--- src/sha1md_pkg.sv ---
// sha1md_pkg: shared types and constants of the sha-1 message digest block
// used by the controller, the datapath and the top level; depends on nothing

package sha1md_pkg;

   localparam logic [1:0] CMD_APPEND        = 2'd0;
   localparam logic [1:0] CMD_APPEND_FINISH = 2'd1;
   localparam logic [1:0] CMD_FINISH        = 2'd2;

   localparam int unsigned HASH_WORDS = 5;
   localparam int unsigned ROUNDS     = 80;

   localparam logic [2:0] LAST_WORD_IDX = 3'(HASH_WORDS - 1);
   localparam logic [6:0] LAST_ROUND    = 7'(ROUNDS - 1);

   localparam logic [5:0] LAST_POS = 6'h3F;
   localparam logic [5:0] LEN_POS  = 6'd56;
   localparam logic [7:0] PAD_MARK = 8'h80;

   localparam logic [31:0] INIT_H0 = 32'h67452301;
   localparam logic [31:0] INIT_H1 = 32'hEFCDAB89;
   localparam logic [31:0] INIT_H2 = 32'h98BADCFE;
   localparam logic [31:0] INIT_H3 = 32'h10325476;
   localparam logic [31:0] INIT_H4 = 32'hC3D2E1F0;

   localparam logic [31:0] K_0 = 32'h5A827999;
   localparam logic [31:0] K_1 = 32'h6ED9EBA1;
   localparam logic [31:0] K_2 = 32'h8F1BBCDC;
   localparam logic [31:0] K_3 = 32'hCA62C1D6;

   typedef enum logic [2:0] {
      ST_IDLE,
      ST_PAD_MARK,
      ST_PAD_ZERO,
      ST_PAD_LEN,
      ST_ROUND,
      ST_FINAL,
      ST_OUTPUT
   } state_type;

   typedef enum logic [1:0] {
      SRC_MSG,
      SRC_MARK,
      SRC_ZERO,
      SRC_LEN
   } byte_src_type;

   typedef struct packed {
      logic         load_byte;
      byte_src_type src;
      logic         count_inc;
      logic         round_load;
      logic         round;
      logic [6:0]   round_idx;
      logic         final_add;
      logic         restart;
      logic [2:0]   out_idx;
   } dp_cmd_type;

   typedef struct packed {
      logic pos_last;
      logic pos_at_len;
   } dp_sts_type;

endpackage

--- src/sha1md_if.sv ---
// sha1md_if: valid/ready channel interfaces of the sha-1 message digest block
// request channel carries command and byte, response channel the digest words

interface sha1md_req_if;
   logic       valid;
   logic       ready;
   logic [1:0] cmd;
   logic [7:0] data_byte;

   modport source (output valid, cmd, data_byte, input ready);
   modport sink   (input valid, cmd, data_byte, output ready);
endinterface

interface sha1md_rsp_if;
   logic        valid;
   logic        ready;
   logic [31:0] digest_word;
   logic [2:0]  word_index;
   logic        last_word;

   modport source (output valid, digest_word, word_index, last_word, input ready);
   modport sink   (input valid, digest_word, word_index, last_word, output ready);
endinterface

--- src/sha1md_datapath.sv ---
// sha1md_datapath: block shift register, byte counters, round registers and
// chaining value of the sha-1 engine; depends on sha1md_pkg

module sha1md_datapath (
   input  logic                   clock,
   input  logic                   reset,
   input  logic [7:0]             data_byte,
   input  sha1md_pkg::dp_cmd_type dp_cmd,
   output sha1md_pkg::dp_sts_type dp_sts,
   output logic [31:0]            digest_word
);
   import sha1md_pkg::*;

   logic [511:0] blk_ff, blk_in;
   logic [5:0]   pos_ff, pos_in;
   logic [63:0]  count_ff, count_in;
   logic [31:0]  hash_ff [HASH_WORDS];
   logic [31:0]  hash_in [HASH_WORDS];
   logic [31:0]  a_ff, b_ff, c_ff, d_ff, e_ff;
   logic [31:0]  a_in, b_in, c_in, d_in, e_in;

   logic [7:0]   byte_val;
   logic [63:0]  len_shift;
   logic [31:0]  w0, w2, w8, w13, w_mix, w_next;
   logic [31:0]  f_val, k_val, temp;

   assign w0  = blk_ff[511:480];
   assign w2  = blk_ff[447:416];
   assign w8  = blk_ff[255:224];
   assign w13 = blk_ff[95:64];
   assign w_mix  = w13 ^ w8 ^ w2 ^ w0;
   assign w_next = {w_mix[30:0], w_mix[31]};

   assign len_shift = count_ff >> {~pos_ff[2:0], 3'b000};

   always_comb begin
      case (dp_cmd.src)
         SRC_MSG:  byte_val = data_byte;
         SRC_MARK: byte_val = PAD_MARK;
         SRC_ZERO: byte_val = 8'h00;
         SRC_LEN:  byte_val = len_shift[7:0];
         default:  byte_val = 8'h00;
      endcase
   end

   always_comb begin
      if (dp_cmd.round_idx inside {[7'd0:7'd19]}) begin
         f_val = (b_ff & c_ff) | (~b_ff & d_ff);
         k_val = K_0;
      end else if (dp_cmd.round_idx inside {[7'd20:7'd39]}) begin
         f_val = b_ff ^ c_ff ^ d_ff;
         k_val = K_1;
      end else if (dp_cmd.round_idx inside {[7'd40:7'd59]}) begin
         f_val = (b_ff & c_ff) | (b_ff & d_ff) | (c_ff & d_ff);
         k_val = K_2;
      end else begin
         f_val = b_ff ^ c_ff ^ d_ff;
         k_val = K_3;
      end
   end

   assign temp = {a_ff[26:0], a_ff[31:27]} + f_val + e_ff + k_val + w0;

   always_comb begin
      blk_in   = blk_ff;
      pos_in   = pos_ff;
      count_in = count_ff;
      a_in = a_ff;
      b_in = b_ff;
      c_in = c_ff;
      d_in = d_ff;
      e_in = e_ff;
      for (int i = 0; i < HASH_WORDS; i++) begin
         hash_in[i] = hash_ff[i];
      end

      if (dp_cmd.load_byte) begin
         blk_in = {blk_ff[503:0], byte_val};
         pos_in = pos_ff + 6'd1;
      end
      if (dp_cmd.count_inc) begin
         count_in = count_ff + 64'd8;
      end
      if (dp_cmd.round_load) begin
         a_in = hash_ff[0];
         b_in = hash_ff[1];
         c_in = hash_ff[2];
         d_in = hash_ff[3];
         e_in = hash_ff[4];
      end
      if (dp_cmd.round) begin
         blk_in = {blk_ff[479:0], w_next};
         a_in = temp;
         b_in = a_ff;
         c_in = {b_ff[1:0], b_ff[31:2]};
         d_in = c_ff;
         e_in = d_ff;
      end
      if (dp_cmd.final_add) begin
         hash_in[0] = hash_ff[0] + a_ff;
         hash_in[1] = hash_ff[1] + b_ff;
         hash_in[2] = hash_ff[2] + c_ff;
         hash_in[3] = hash_ff[3] + d_ff;
         hash_in[4] = hash_ff[4] + e_ff;
      end
      if (dp_cmd.restart) begin
         hash_in[0] = INIT_H0;
         hash_in[1] = INIT_H1;
         hash_in[2] = INIT_H2;
         hash_in[3] = INIT_H3;
         hash_in[4] = INIT_H4;
         count_in   = '0;
      end
   end

   always_ff @(posedge clock) begin
      if (reset) begin
         pos_ff     <= '0;
         count_ff   <= '0;
         hash_ff[0] <= INIT_H0;
         hash_ff[1] <= INIT_H1;
         hash_ff[2] <= INIT_H2;
         hash_ff[3] <= INIT_H3;
         hash_ff[4] <= INIT_H4;
      end else begin
         pos_ff   <= pos_in;
         count_ff <= count_in;
         for (int i = 0; i < HASH_WORDS; i++) begin
            hash_ff[i] <= hash_in[i];
         end
      end
   end

   always_ff @(posedge clock) begin
      blk_ff <= blk_in;
      a_ff   <= a_in;
      b_ff   <= b_in;
      c_ff   <= c_in;
      d_ff   <= d_in;
      e_ff   <= e_in;
   end

   always_comb begin
      case (dp_cmd.out_idx)
         3'd0:    digest_word = hash_ff[0];
         3'd1:    digest_word = hash_ff[1];
         3'd2:    digest_word = hash_ff[2];
         3'd3:    digest_word = hash_ff[3];
         default: digest_word = hash_ff[4];
      endcase
   end

   assign dp_sts.pos_last   = (pos_ff == LAST_POS);
   assign dp_sts.pos_at_len = (pos_ff == LEN_POS);

endmodule

--- src/sha1md_ctrl.sv ---
// sha1md_ctrl: sequencing state machine for byte loading, padding, rounds
// and digest output; depends on sha1md_pkg

module sha1md_ctrl (
   input  logic                   clock,
   input  logic                   reset,
   input  logic                   req_valid,
   input  logic [1:0]             req_cmd,
   output logic                   req_ready,
   output logic                   rsp_valid,
   input  logic                   rsp_ready,
   output sha1md_pkg::dp_cmd_type dp_cmd,
   input  sha1md_pkg::dp_sts_type dp_sts
);
   import sha1md_pkg::*;

   state_type  state_ff, state_in;
   state_type  ret_ff, ret_in;
   logic [6:0] round_ff, round_in;
   logic [2:0] idx_ff, idx_in;

   always_ff @(posedge clock) begin
      if (reset) begin
         state_ff <= ST_IDLE;
         ret_ff   <= ST_IDLE;
         round_ff <= '0;
         idx_ff   <= '0;
      end else begin
         state_ff <= state_in;
         ret_ff   <= ret_in;
         round_ff <= round_in;
         idx_ff   <= idx_in;
      end
   end

   always_comb begin
      state_in  = state_ff;
      ret_in    = ret_ff;
      round_in  = round_ff;
      idx_in    = idx_ff;
      req_ready = 1'b0;
      rsp_valid = 1'b0;
      dp_cmd            = '0;
      dp_cmd.src        = SRC_MSG;
      dp_cmd.round_idx  = round_ff;
      dp_cmd.out_idx    = idx_ff;

      case (state_ff)
         ST_IDLE: begin
            req_ready = 1'b1;
            if (req_valid) begin
               if (req_cmd == CMD_APPEND || req_cmd == CMD_APPEND_FINISH) begin
                  dp_cmd.load_byte = 1'b1;
                  dp_cmd.src       = SRC_MSG;
                  dp_cmd.count_inc = 1'b1;
                  if (dp_sts.pos_last) begin
                     dp_cmd.round_load = 1'b1;
                     round_in = '0;
                     state_in = ST_ROUND;
                     ret_in   = (req_cmd == CMD_APPEND) ? ST_IDLE : ST_PAD_MARK;
                  end else begin
                     state_in = (req_cmd == CMD_APPEND) ? ST_IDLE : ST_PAD_MARK;
                  end
               end else if (req_cmd == CMD_FINISH) begin
                  state_in = ST_PAD_MARK;
               end
            end
         end
         ST_PAD_MARK: begin
            dp_cmd.load_byte = 1'b1;
            dp_cmd.src       = SRC_MARK;
            if (dp_sts.pos_last) begin
               dp_cmd.round_load = 1'b1;
               round_in = '0;
               state_in = ST_ROUND;
               ret_in   = ST_PAD_ZERO;
            end else begin
               state_in = ST_PAD_ZERO;
            end
         end
         ST_PAD_ZERO: begin
            if (dp_sts.pos_at_len) begin
               state_in = ST_PAD_LEN;
            end else begin
               dp_cmd.load_byte = 1'b1;
               dp_cmd.src       = SRC_ZERO;
               if (dp_sts.pos_last) begin
                  dp_cmd.round_load = 1'b1;
                  round_in = '0;
                  state_in = ST_ROUND;
                  ret_in   = ST_PAD_ZERO;
               end
            end
         end
         ST_PAD_LEN: begin
            dp_cmd.load_byte = 1'b1;
            dp_cmd.src       = SRC_LEN;
            if (dp_sts.pos_last) begin
               dp_cmd.round_load = 1'b1;
               round_in = '0;
               state_in = ST_ROUND;
               ret_in   = ST_OUTPUT;
            end
         end
         ST_ROUND: begin
            dp_cmd.round = 1'b1;
            if (round_ff == LAST_ROUND) begin
               state_in = ST_FINAL;
            end else begin
               round_in = round_ff + 7'd1;
            end
         end
         ST_FINAL: begin
            dp_cmd.final_add = 1'b1;
            state_in = ret_ff;
         end
         ST_OUTPUT: begin
            rsp_valid = 1'b1;
            if (rsp_ready) begin
               if (idx_ff == LAST_WORD_IDX) begin
                  dp_cmd.restart = 1'b1;
                  idx_in   = '0;
                  state_in = ST_IDLE;
               end else begin
                  idx_in = idx_ff + 3'd1;
               end
            end
         end
         default: begin
            state_in = ST_IDLE;
         end
      endcase
   end

endmodule

--- src/sha1_message_digest.sv ---
// sha1_message_digest: sha-1 engine over a byte stream, top level
// joins sha1md_ctrl and sha1md_datapath; depends on sha1md_pkg and sha1md_if
//
// usage: each request carries cmd and data_byte. cmd append stores a byte,
// append-finish stores a byte and closes the message, finish closes it with
// no byte; the unused code is accepted and dropped. one request at a time.
// the byte that completes a 64-byte block starts a compression (80 rounds
// on one shared round unit, then the chaining add); no request is taken
// meanwhile. on finish the block pads itself byte by byte (0x80, zeros,
// 64-bit length), running one or two compressions; the first response is
// valid once the last of them is done.
// then five responses carry the digest words, index 0 first, last_word set
// on index 4; one word per cycle while rsp ready is high.
// while the receiver stalls, the current word holds and no request is taken.
// after the fifth word the chaining value and bit count return to the
// initial values. reset (synchronous, active high) does the same and
// empties the partial block; requests are taken the cycle after reset.

module sha1_message_digest (
   input  logic         clock,
   input  logic         reset,
   sha1md_req_if.sink   req_chan,
   sha1md_rsp_if.source rsp_chan
);
   import sha1md_pkg::*;

   dp_cmd_type  dp_cmd;
   dp_sts_type  dp_sts;
   logic [31:0] digest_word;

   sha1md_ctrl u_ctrl (
      .clock     (clock),
      .reset     (reset),
      .req_valid (req_chan.valid),
      .req_cmd   (req_chan.cmd),
      .req_ready (req_chan.ready),
      .rsp_valid (rsp_chan.valid),
      .rsp_ready (rsp_chan.ready),
      .dp_cmd    (dp_cmd),
      .dp_sts    (dp_sts)
   );

   sha1md_datapath u_datapath (
      .clock       (clock),
      .reset       (reset),
      .data_byte   (req_chan.data_byte),
      .dp_cmd      (dp_cmd),
      .dp_sts      (dp_sts),
      .digest_word (digest_word)
   );

   assign rsp_chan.digest_word = digest_word;
   assign rsp_chan.word_index  = dp_cmd.out_idx;
   assign rsp_chan.last_word   = (dp_cmd.out_idx == LAST_WORD_IDX);

endmodule
--- src/flat_wrapper.sv ---
// flat-port wrapper written by rule: the top's interface ports become plain ports
module sha1_message_digest_flat import sha1md_pkg::*;
  (clock, reset, req_chan_valid, req_chan_cmd, req_chan_data_byte, req_chan_ready, rsp_chan_valid, rsp_chan_digest_word, rsp_chan_word_index, rsp_chan_last_word, rsp_chan_ready);
  sha1md_req_if req_chan_i ();
  sha1md_rsp_if rsp_chan_i ();
  input  logic clock;
  input  logic reset;
  input wire logic [$bits(req_chan_i.valid)-1:0] req_chan_valid;
  input wire logic [$bits(req_chan_i.cmd)-1:0] req_chan_cmd;
  input wire logic [$bits(req_chan_i.data_byte)-1:0] req_chan_data_byte;
  output wire logic [$bits(req_chan_i.ready)-1:0] req_chan_ready;
  output wire logic [$bits(rsp_chan_i.valid)-1:0] rsp_chan_valid;
  output wire logic [$bits(rsp_chan_i.digest_word)-1:0] rsp_chan_digest_word;
  output wire logic [$bits(rsp_chan_i.word_index)-1:0] rsp_chan_word_index;
  output wire logic [$bits(rsp_chan_i.last_word)-1:0] rsp_chan_last_word;
  input wire logic [$bits(rsp_chan_i.ready)-1:0] rsp_chan_ready;
  assign req_chan_i.valid = req_chan_valid;
  assign req_chan_i.cmd = req_chan_cmd;
  assign req_chan_i.data_byte = req_chan_data_byte;
  assign req_chan_ready = req_chan_i.ready;
  assign rsp_chan_valid = rsp_chan_i.valid;
  assign rsp_chan_digest_word = rsp_chan_i.digest_word;
  assign rsp_chan_word_index = rsp_chan_i.word_index;
  assign rsp_chan_last_word = rsp_chan_i.last_word;
  assign rsp_chan_i.ready = rsp_chan_ready;
  sha1_message_digest u_core (.clock(clock), .reset(reset), .req_chan(req_chan_i), .rsp_chan(rsp_chan_i));
endmodule
--- config.mk ---
export PLATFORM = sky130hd
export DESIGN_NAME = sha1_message_digest_flat
export DESIGN_NICKNAME = d
export VERILOG_FILES = /design/src/sha1md_pkg.sv /design/src/sha1md_if.sv /design/src/sha1md_datapath.sv /design/src/sha1md_ctrl.sv /design/src/sha1_message_digest.sv /design/src/flat_wrapper.sv
export SDC_FILE = /design/constraint.sdc
export NUM_CORES = 2
export LEC_CHECK = 0
export ABC_AREA = 1
export BUFFER_PORTS_ARGS = -buffer_cell sky130_fd_sc_hd__buf_2
export CAP_MARGIN = 40
export CORE_MARGIN = 4
export CORE_UTILIZATION = 30
export DETAILED_ROUTE_END_ITERATION = 8
export HOLD_SLACK_MARGIN = 0.1
export SLEW_MARGIN = 20
export SYNTH_ARGS = -nofsm -noshare
export SYNTH_HDL_FRONTEND = slang
export SYNTH_SLANG_ARGS = --single-unit
--- constraint.sdc ---
create_clock -name clock -period 16.1 [get_ports clock]
set_input_delay 0.805 -clock clock [delete_from_list [all_inputs] [get_ports clock]]
set_output_delay 0.805 -clock clock [all_outputs]
set_load 0.01 [all_outputs]
# Word-level counts from Yosys, hierarchy flattened
# Memory sizes are Yosys's and may differ from the RTL's.
# Index checks and enable logic that the tools add are counted.
dict set report word_totals {
  reg_bits 758
  ramBits 160
  n_memories 1
  in_bits 14
}
# memory words word_bits rd rd_clocked_by_memory_dff write_ports line_no
set mem_list {}
lappend mem_list {u_core.u_datapath.hash_ff 5 32 5 0 5 sha1md_datapath.sv:17} ;# logic [31:0] hash_ff [HASH_WORDS];
dict set report classes {
  bitwise 19
  shift 1
  addsub 13
  muxes 71
  n_lt_le_gt_ge 6
  n_eq_ne 28
  n_reduce_logical 18
}
# operator count
set op_table {}
lappend op_table {{$mux 512} 2}
lappend op_table {{$mux 32} 20}
lappend op_table {{$mux 160} 2}
lappend op_table {{$add 32x32->32} 9}
lappend op_table {{$xor 32x32->32} 5}
lappend op_table {{$and 32x32->32} 4}
lappend op_table {{$pmux 32 s4} 1}
lappend op_table {{$or 32x32->32} 3}
lappend op_table {{$add 64x4->64 const B} 1}
lappend op_table {{$shr 64x6->8} 1}
lappend op_table {{$mux 3} 18}
lappend op_table {{$mux 7} 5}
lappend op_table {{$not 32->32} 1}
lappend op_table {{$pmux 8 s4} 1}
lappend op_table {{$mux 31} 1}
lappend op_table {{$pmux 7 s4} 1}
lappend op_table {{$pmux 3 s4} 2}
lappend op_table {{$pmux 3 s7} 1}
lappend op_table {{$le 7x6->1 const B} 2}
lappend op_table {{$mux 1} 14}
lappend op_table {{$ne 2x2->1 const B} 7}
lappend op_table {{$eq 3x2->1 const B} 4}
lappend op_table {{$eq 3x3->1 const B} 4}
lappend op_table {{$eq 6x6->1 const B} 2}
lappend op_table {{other kinds (27)} 45}

# Logic depth before layout (Yosys ltp)
dict set report depth {
  ltp_word 11
  mapped_depth 29
}

# Cells and area by module
# From an unflattened synthesis, not the netlist that was laid out.
dict set report unflattened {
  hier_cells 7210
  area_unflattened_um2 56842.0
}
# module cells_per_inst instances area_each_um2
set modules_own_cells {}
lappend modules_own_cells {sha1md_datapath 7048 1 55768.5}
lappend modules_own_cells {sha1md_ctrl 159 1 1059.8}
lappend modules_own_cells {sha1_message_digest 3 1 13.8}

# Worst setup path before layout
# OpenSTA, ideal clock, no wires.
dict set report synth_timing {
  path_kind {input-to-reg}
  from {input req_chan_cmd[1]}
  to {register u_core.u_datapath.a_ff[0] (enable)}
  cell_stages 7
  t_arrival_ns 12.035
  slack_ns 3.539
  setup_ns 0.526
  path_cell_list {inv_1 nand2_1 nor2_8 nor2_4 nand2_2 nand2_2 nand2_1}
}
dict set report synth_via {
  elab_chain_len 6
}
# element line_no
set synth_rtl {}
lappend synth_rtl {{start: declaration} flat_wrapper.sv:9} ;# input wire logic [$bits(req_chan_i.cmd)-1:0] req_chan_cmd;
lappend synth_rtl {{$eq 2x1->1 / $logic_not 2->1 (equally long branches)} sha1md_ctrl.sv:52} ;# if (req_cmd == CMD_APPEND || req_cmd == CMD_APPEND_FINISH) begin
lappend synth_rtl {{$logic_or 1x1->1 *} sha1md_ctrl.sv:52}
lappend synth_rtl {{$mux 5 *} sha1md_ctrl.sv:52}
lappend synth_rtl {{$mux 5 *} sha1md_ctrl.sv:51} ;# if (req_valid) begin
lappend synth_rtl {{$pmux 1 s3 *} sha1md_ctrl.sv:48} ;# case (state_ff)
lappend synth_rtl {{$reduce_bool 2->1 (no line) *} --}
lappend synth_rtl {{end signal: assignment} sha1md_datapath.sv:136} ;# a_ff <= a_in;
lappend synth_rtl {{end: declaration} sha1md_datapath.sv:19} ;# logic [31:0] a_ff, b_ff, c_ff, d_ff, e_ff;
# Mark *: on every way between the ends. The rest lies on a longest branch, timed or not.
# A chain may end at the register's enable or synchronous reset.

# Worst setup path in the final report
dict set report layout_timing {
  from {register u_core.u_ctrl.round_ff[0]}
  to {register u_core.u_datapath.a_ff[31] (data pin)}
}
dict set report layout_via {
  elab_chain_len 10
}
# element line_no
set layout_rtl {}
lappend layout_rtl {{start: declaration} sha1md_ctrl.sv:19} ;# logic [6:0] round_ff, round_in;
lappend layout_rtl {{start signal: assignment} sha1md_ctrl.sv:31} ;# round_ff <= round_in;
lappend layout_rtl {{$ge 7x6->1 / $le 7x6->1 (equally long branches)} sha1md_datapath.sv:53} ;# end else if (dp_cmd.round_idx inside {[7'd40:7'd59]}) begin
lappend layout_rtl {{$logic_and 1x1->1} sha1md_datapath.sv:53}
lappend layout_rtl {{$mux 32} sha1md_datapath.sv:53}
lappend layout_rtl {{$mux 32} sha1md_datapath.sv:50} ;# end else if (dp_cmd.round_idx inside {[7'd20:7'd39]}) begin
lappend layout_rtl {{$mux 32} sha1md_datapath.sv:47} ;# if (dp_cmd.round_idx inside {[7'd0:7'd19]}) begin
lappend layout_rtl {{$add 32x32->32 (2 in a row)} sha1md_datapath.sv:62} ;# assign temp = {a_ff[26:0], a_ff[31:27]} + f_val + e_ff + k_val + w0;
lappend layout_rtl {{$add 32x32->32 * (2 in a row)} sha1md_datapath.sv:62}
lappend layout_rtl {{$mux 32 *} sha1md_datapath.sv:91} ;# if (dp_cmd.round) begin
lappend layout_rtl {{named net u_core.u_datapath.a_in[31]} sha1md_datapath.sv:20} ;# logic [31:0] a_in, b_in, c_in, d_in, e_in;
# Mark *: on every way through the listed nets, which the timed path passes. The rest lies on a longest branch.

==> impl_metrics.toml <==
[setup_path]
r2r_start = "u_core.u_ctrl.round_ff[0]"
regToRegEndpoint = "u_core.u_datapath.a_ff[31]"
critical_path_arrival_ns = 6.80
path_class = "reg2reg"
cp_max_fo = 20
r2r_slack_ns = 9.82
required_ns = 16.62
worstSetupEndpointType = "register"
startpoint_type = "register"
reg2reg_depth = 21

[place]
place_ws_ns = 9.94
hpwlAfterDp_microns = 164000
post-place-cells = 9594
port-buffer-count = 51
routabilityCongestion = 1.00

[timing]
rsz0062_at_grt = "false"
final.setup.worst_slack_ns = 9.82
finalSetupViolCount = 0
finalHoldViolations = 0
layout_worst_path_cycle_share = 0.390
drv_slew = 0
tightest_slew_ns = 1.07
slew_headroom = 0.288
period_needed_ns = 6.28
skew_ns = 0.0668
fin_setup_tns_ns = 0
max_freq_mhz = 159

[pwr]
p_sw_w = 0.00206
clkPwrFrac = 0.366
combPwrFrac = 0.171
switching_share = 0.302
pwr-share-seq = 0.464
p_leak_nw = 28.6
ir_drop_mv = 0.0937
intPower_w = 0.00476
p_per_area_nw_per_um2 = 107

[clock_tree]
numCtsBuffers = 106
post_cts_resized = 0
clockBufferDepth = 3
root_buffer = "clkbuf_16"
post_cts_buffers = 0
cts_tree = "done"
hold_buffers = 0
cts_sinks = 915
cts.reportedPaths.clkPinSlew_ns = 0.07
clk_latency_ns = 0.78
htreeDepth = 3

[drt]
routedWlPerCell_microns = 21.8
drtAntennaViolNets = 0
route.detailed.drc = 0
first_pass_iters = 6
vias = 49900
drt-vias-per-instance = 5.09
drt_wl_total_microns = 214000
drt_iter0_markers = 5258

[synth]
synth_edf_count = 672
syn_area_per_cell_sq_um = 7.84
syn_inst = 7235
synth_area_sq_um = 56700
ys_ff_latch = 915
yosys.cell_types.count = 60
synth.area.top_cells = "edfxtp_1 36%, nand2_1 18%, dfxtp_1 8.6%"
synth_top_area_frac = 0.356
synth_top_area_cell = "edfxtp_1"
synth_most_common_cell = "nand2_1"
ys_seq_area_frac = 0.441
syn_nets = 7577
yosys_warnings = 0
synth_commonest_cells = "2664 x nand2_1, 715 x inv_1, 672 x edfxtp_1, 489 x nor2_1, 461 x o21ai_0"
async_flop_share = 0
ys.flop_type = "edfxtp_1"

[die]
rows = 159
die_height_microns = 443
io_pins = 52
start_util = 0.302
die_area_sq_um = 196000
design.core.area_sq_um = 188000
die_w_microns = 443

[hold_path]
holdPathEnd = "u_core.u_ctrl.idx_ff[1]"
min_from = "rsp_chan_ready"
hold_path_depth = 3
min_path_type = "in2reg"

[final_layout]
areaGrowthSynthToFinish_pct = 11.8
nets = 7551
drive_above_1_share = 0.0462
fin_cells = 9806

[grt]
antenna_found_initial = 7
grt_max_degree = 239
gr-usage-all-layers = 0.211
grt_pass1_vias = 46900
grt_pass1_wl_microns = 313000
grt_overflow = 0

[outcome]
status = "complete, no violations"

[job]
maxCapViolations = 0
[cells in the final DEF (no fill, tap or decap), types with 38 or more instances in the layout]
cell type  instances
nand2_1         2662
inv_1            715
edfxtp_1         672
nor2_1           487
o21ai_0          461
a21oi_1          460
dfxtp_1          243
nand3_1          242
ha_1             203
fa_1             125
xnor2_1          117
clkbuf_16        108
nor3_1            86
xor2_1            64
nand4_1           61
buf_2             56
a221oi_1          45
buf_4             44
clkbuf_1          38
[flip-flops by register name, summed over array words and instances (netlist names)]
register	count
u_core.u_datapath.blk_ff	512
u_core.u_ctrl.state_ff	3
u_core.u_datapath.b_ff	32
u_core.u_ctrl.idx_ff	3
u_core.u_ctrl.round_ff	7
u_core.u_ctrl.ret_ff	3
u_core.u_datapath.pos_ff	6
u_core.u_datapath.hash_ff	160
u_core.u_datapath.a_ff	32
u_core.u_datapath.count_ff	61
u_core.u_datapath.c_ff	32
u_core.u_datapath.d_ff	32
u_core.u_datapath.e_ff	32
[per-stage QoR]
stage / instance area, sq um / utilization / hold slack (ns) / power [W]
finish: 63400 / 0.338 / 0.353 / 0.00682
global route: 63400 / 0.337 / 0.325 / 0.00714
CTS: 63400 / 0.337 / 0.278 / 0.00688
detailed placement: 59900 / 0.319 / 0.446 / 0.00436
global placement: 59400 / 0.316 / 0.438 / 0.00434
floorplan: 56700 / - / 0.423 / 0.00402
[cells by family after synthesis]
group / synth area share
AND/OR/NAND/NOR: 0.257
AO/OA/AOI/OAI: 0.117
buffers and inverters: 0.0676
flip-flops: 0.441
adder cells (fa/ha/maj): 0.0889
XOR/XNOR: 0.0279
[routing by layer]
layer / up-vias / global-route usage / share of wire
met5: - / 0 / 0
met4: 0 / 0.0820 / 0.044
met3: 360 / 0.0350 / 0.066
met2: 1725 / 0.328 / 0.44
met1: 24000 / 0.292 / 0.45
li1: 23800 / - / -
[final cells by class]
| type | count | area, sq um |
|---|---|---|
| diodes | 10 | 25.0 |
| flip-flops and latches | 915 | 25000 |
| multi-input cells | 5337 | 27900 |
| repair buffers | 121 | 1090 |
| clock buffers | 151 | 2910 |
| fillers | 19900 | 125000 |
| inverters | 728 | 2750 |
| well taps | 2495 | 3120 |
| clock inverters | 49 | 596 |
[power groups by stage]
stage	Sequential [W]	Clock [W]	Combinational, W
after global placement	0.00321	0	0.00113
after global routing	0.00319	0.00264	0.00131
after CTS	0.00316	0.00255	0.00117
after floorplan	0.00320	0	0.000820
after detailed placement	0.00321	0	0.00116
final	0.00316	0.00249	0.00116
[critical path, cell delays in order, from the launching register on]
cell and delay (ns):
dfxtp_1 0.37, ha_1 0.26, nand2_1 0.10, nand3_1 0.13
nand2_2 0.48, inv_1 0.19, nor2_4 0.66, inv_2 0.38
nor2_1 0.18, nor3_1 0.08, fa_1 0.49, inv_1 0.07
fa_1 0.47, ha_1 0.41, a21oi_1 0.31, o21ai_0 0.25
a21oi_1 0.29, nand2_1 0.18, a21oi_1 0.41, nand3_1 0.13
nand3_1 0.10, nand2_1 0.05
[how the worst max path moves through the flow]
stage	startpoint	to	slack [ns]	depth (start not counted)
2_1_floorplan	req_chan_cmd[1]	u_core.u_datapath.a_ff[0]	3.54	7
3_3_place_gp	u_core.u_datapath.pos_ff[1]	u_core.u_datapath.blk_ff[308]	9.30	11
3_5_place_dp	u_core.u_ctrl.round_ff[0]	u_core.u_datapath.a_ff[31]	9.94	21
4_1_cts	u_core.u_ctrl.round_ff[0]	u_core.u_datapath.a_ff[31]	9.87	21
5_1_grt	u_core.u_ctrl.round_ff[0]	u_core.u_datapath.a_ff[29]	9.46	20
6_report	u_core.u_ctrl.round_ff[0]	u_core.u_datapath.a_ff[31]	9.82	21
(Power assumes the default switching activity.)
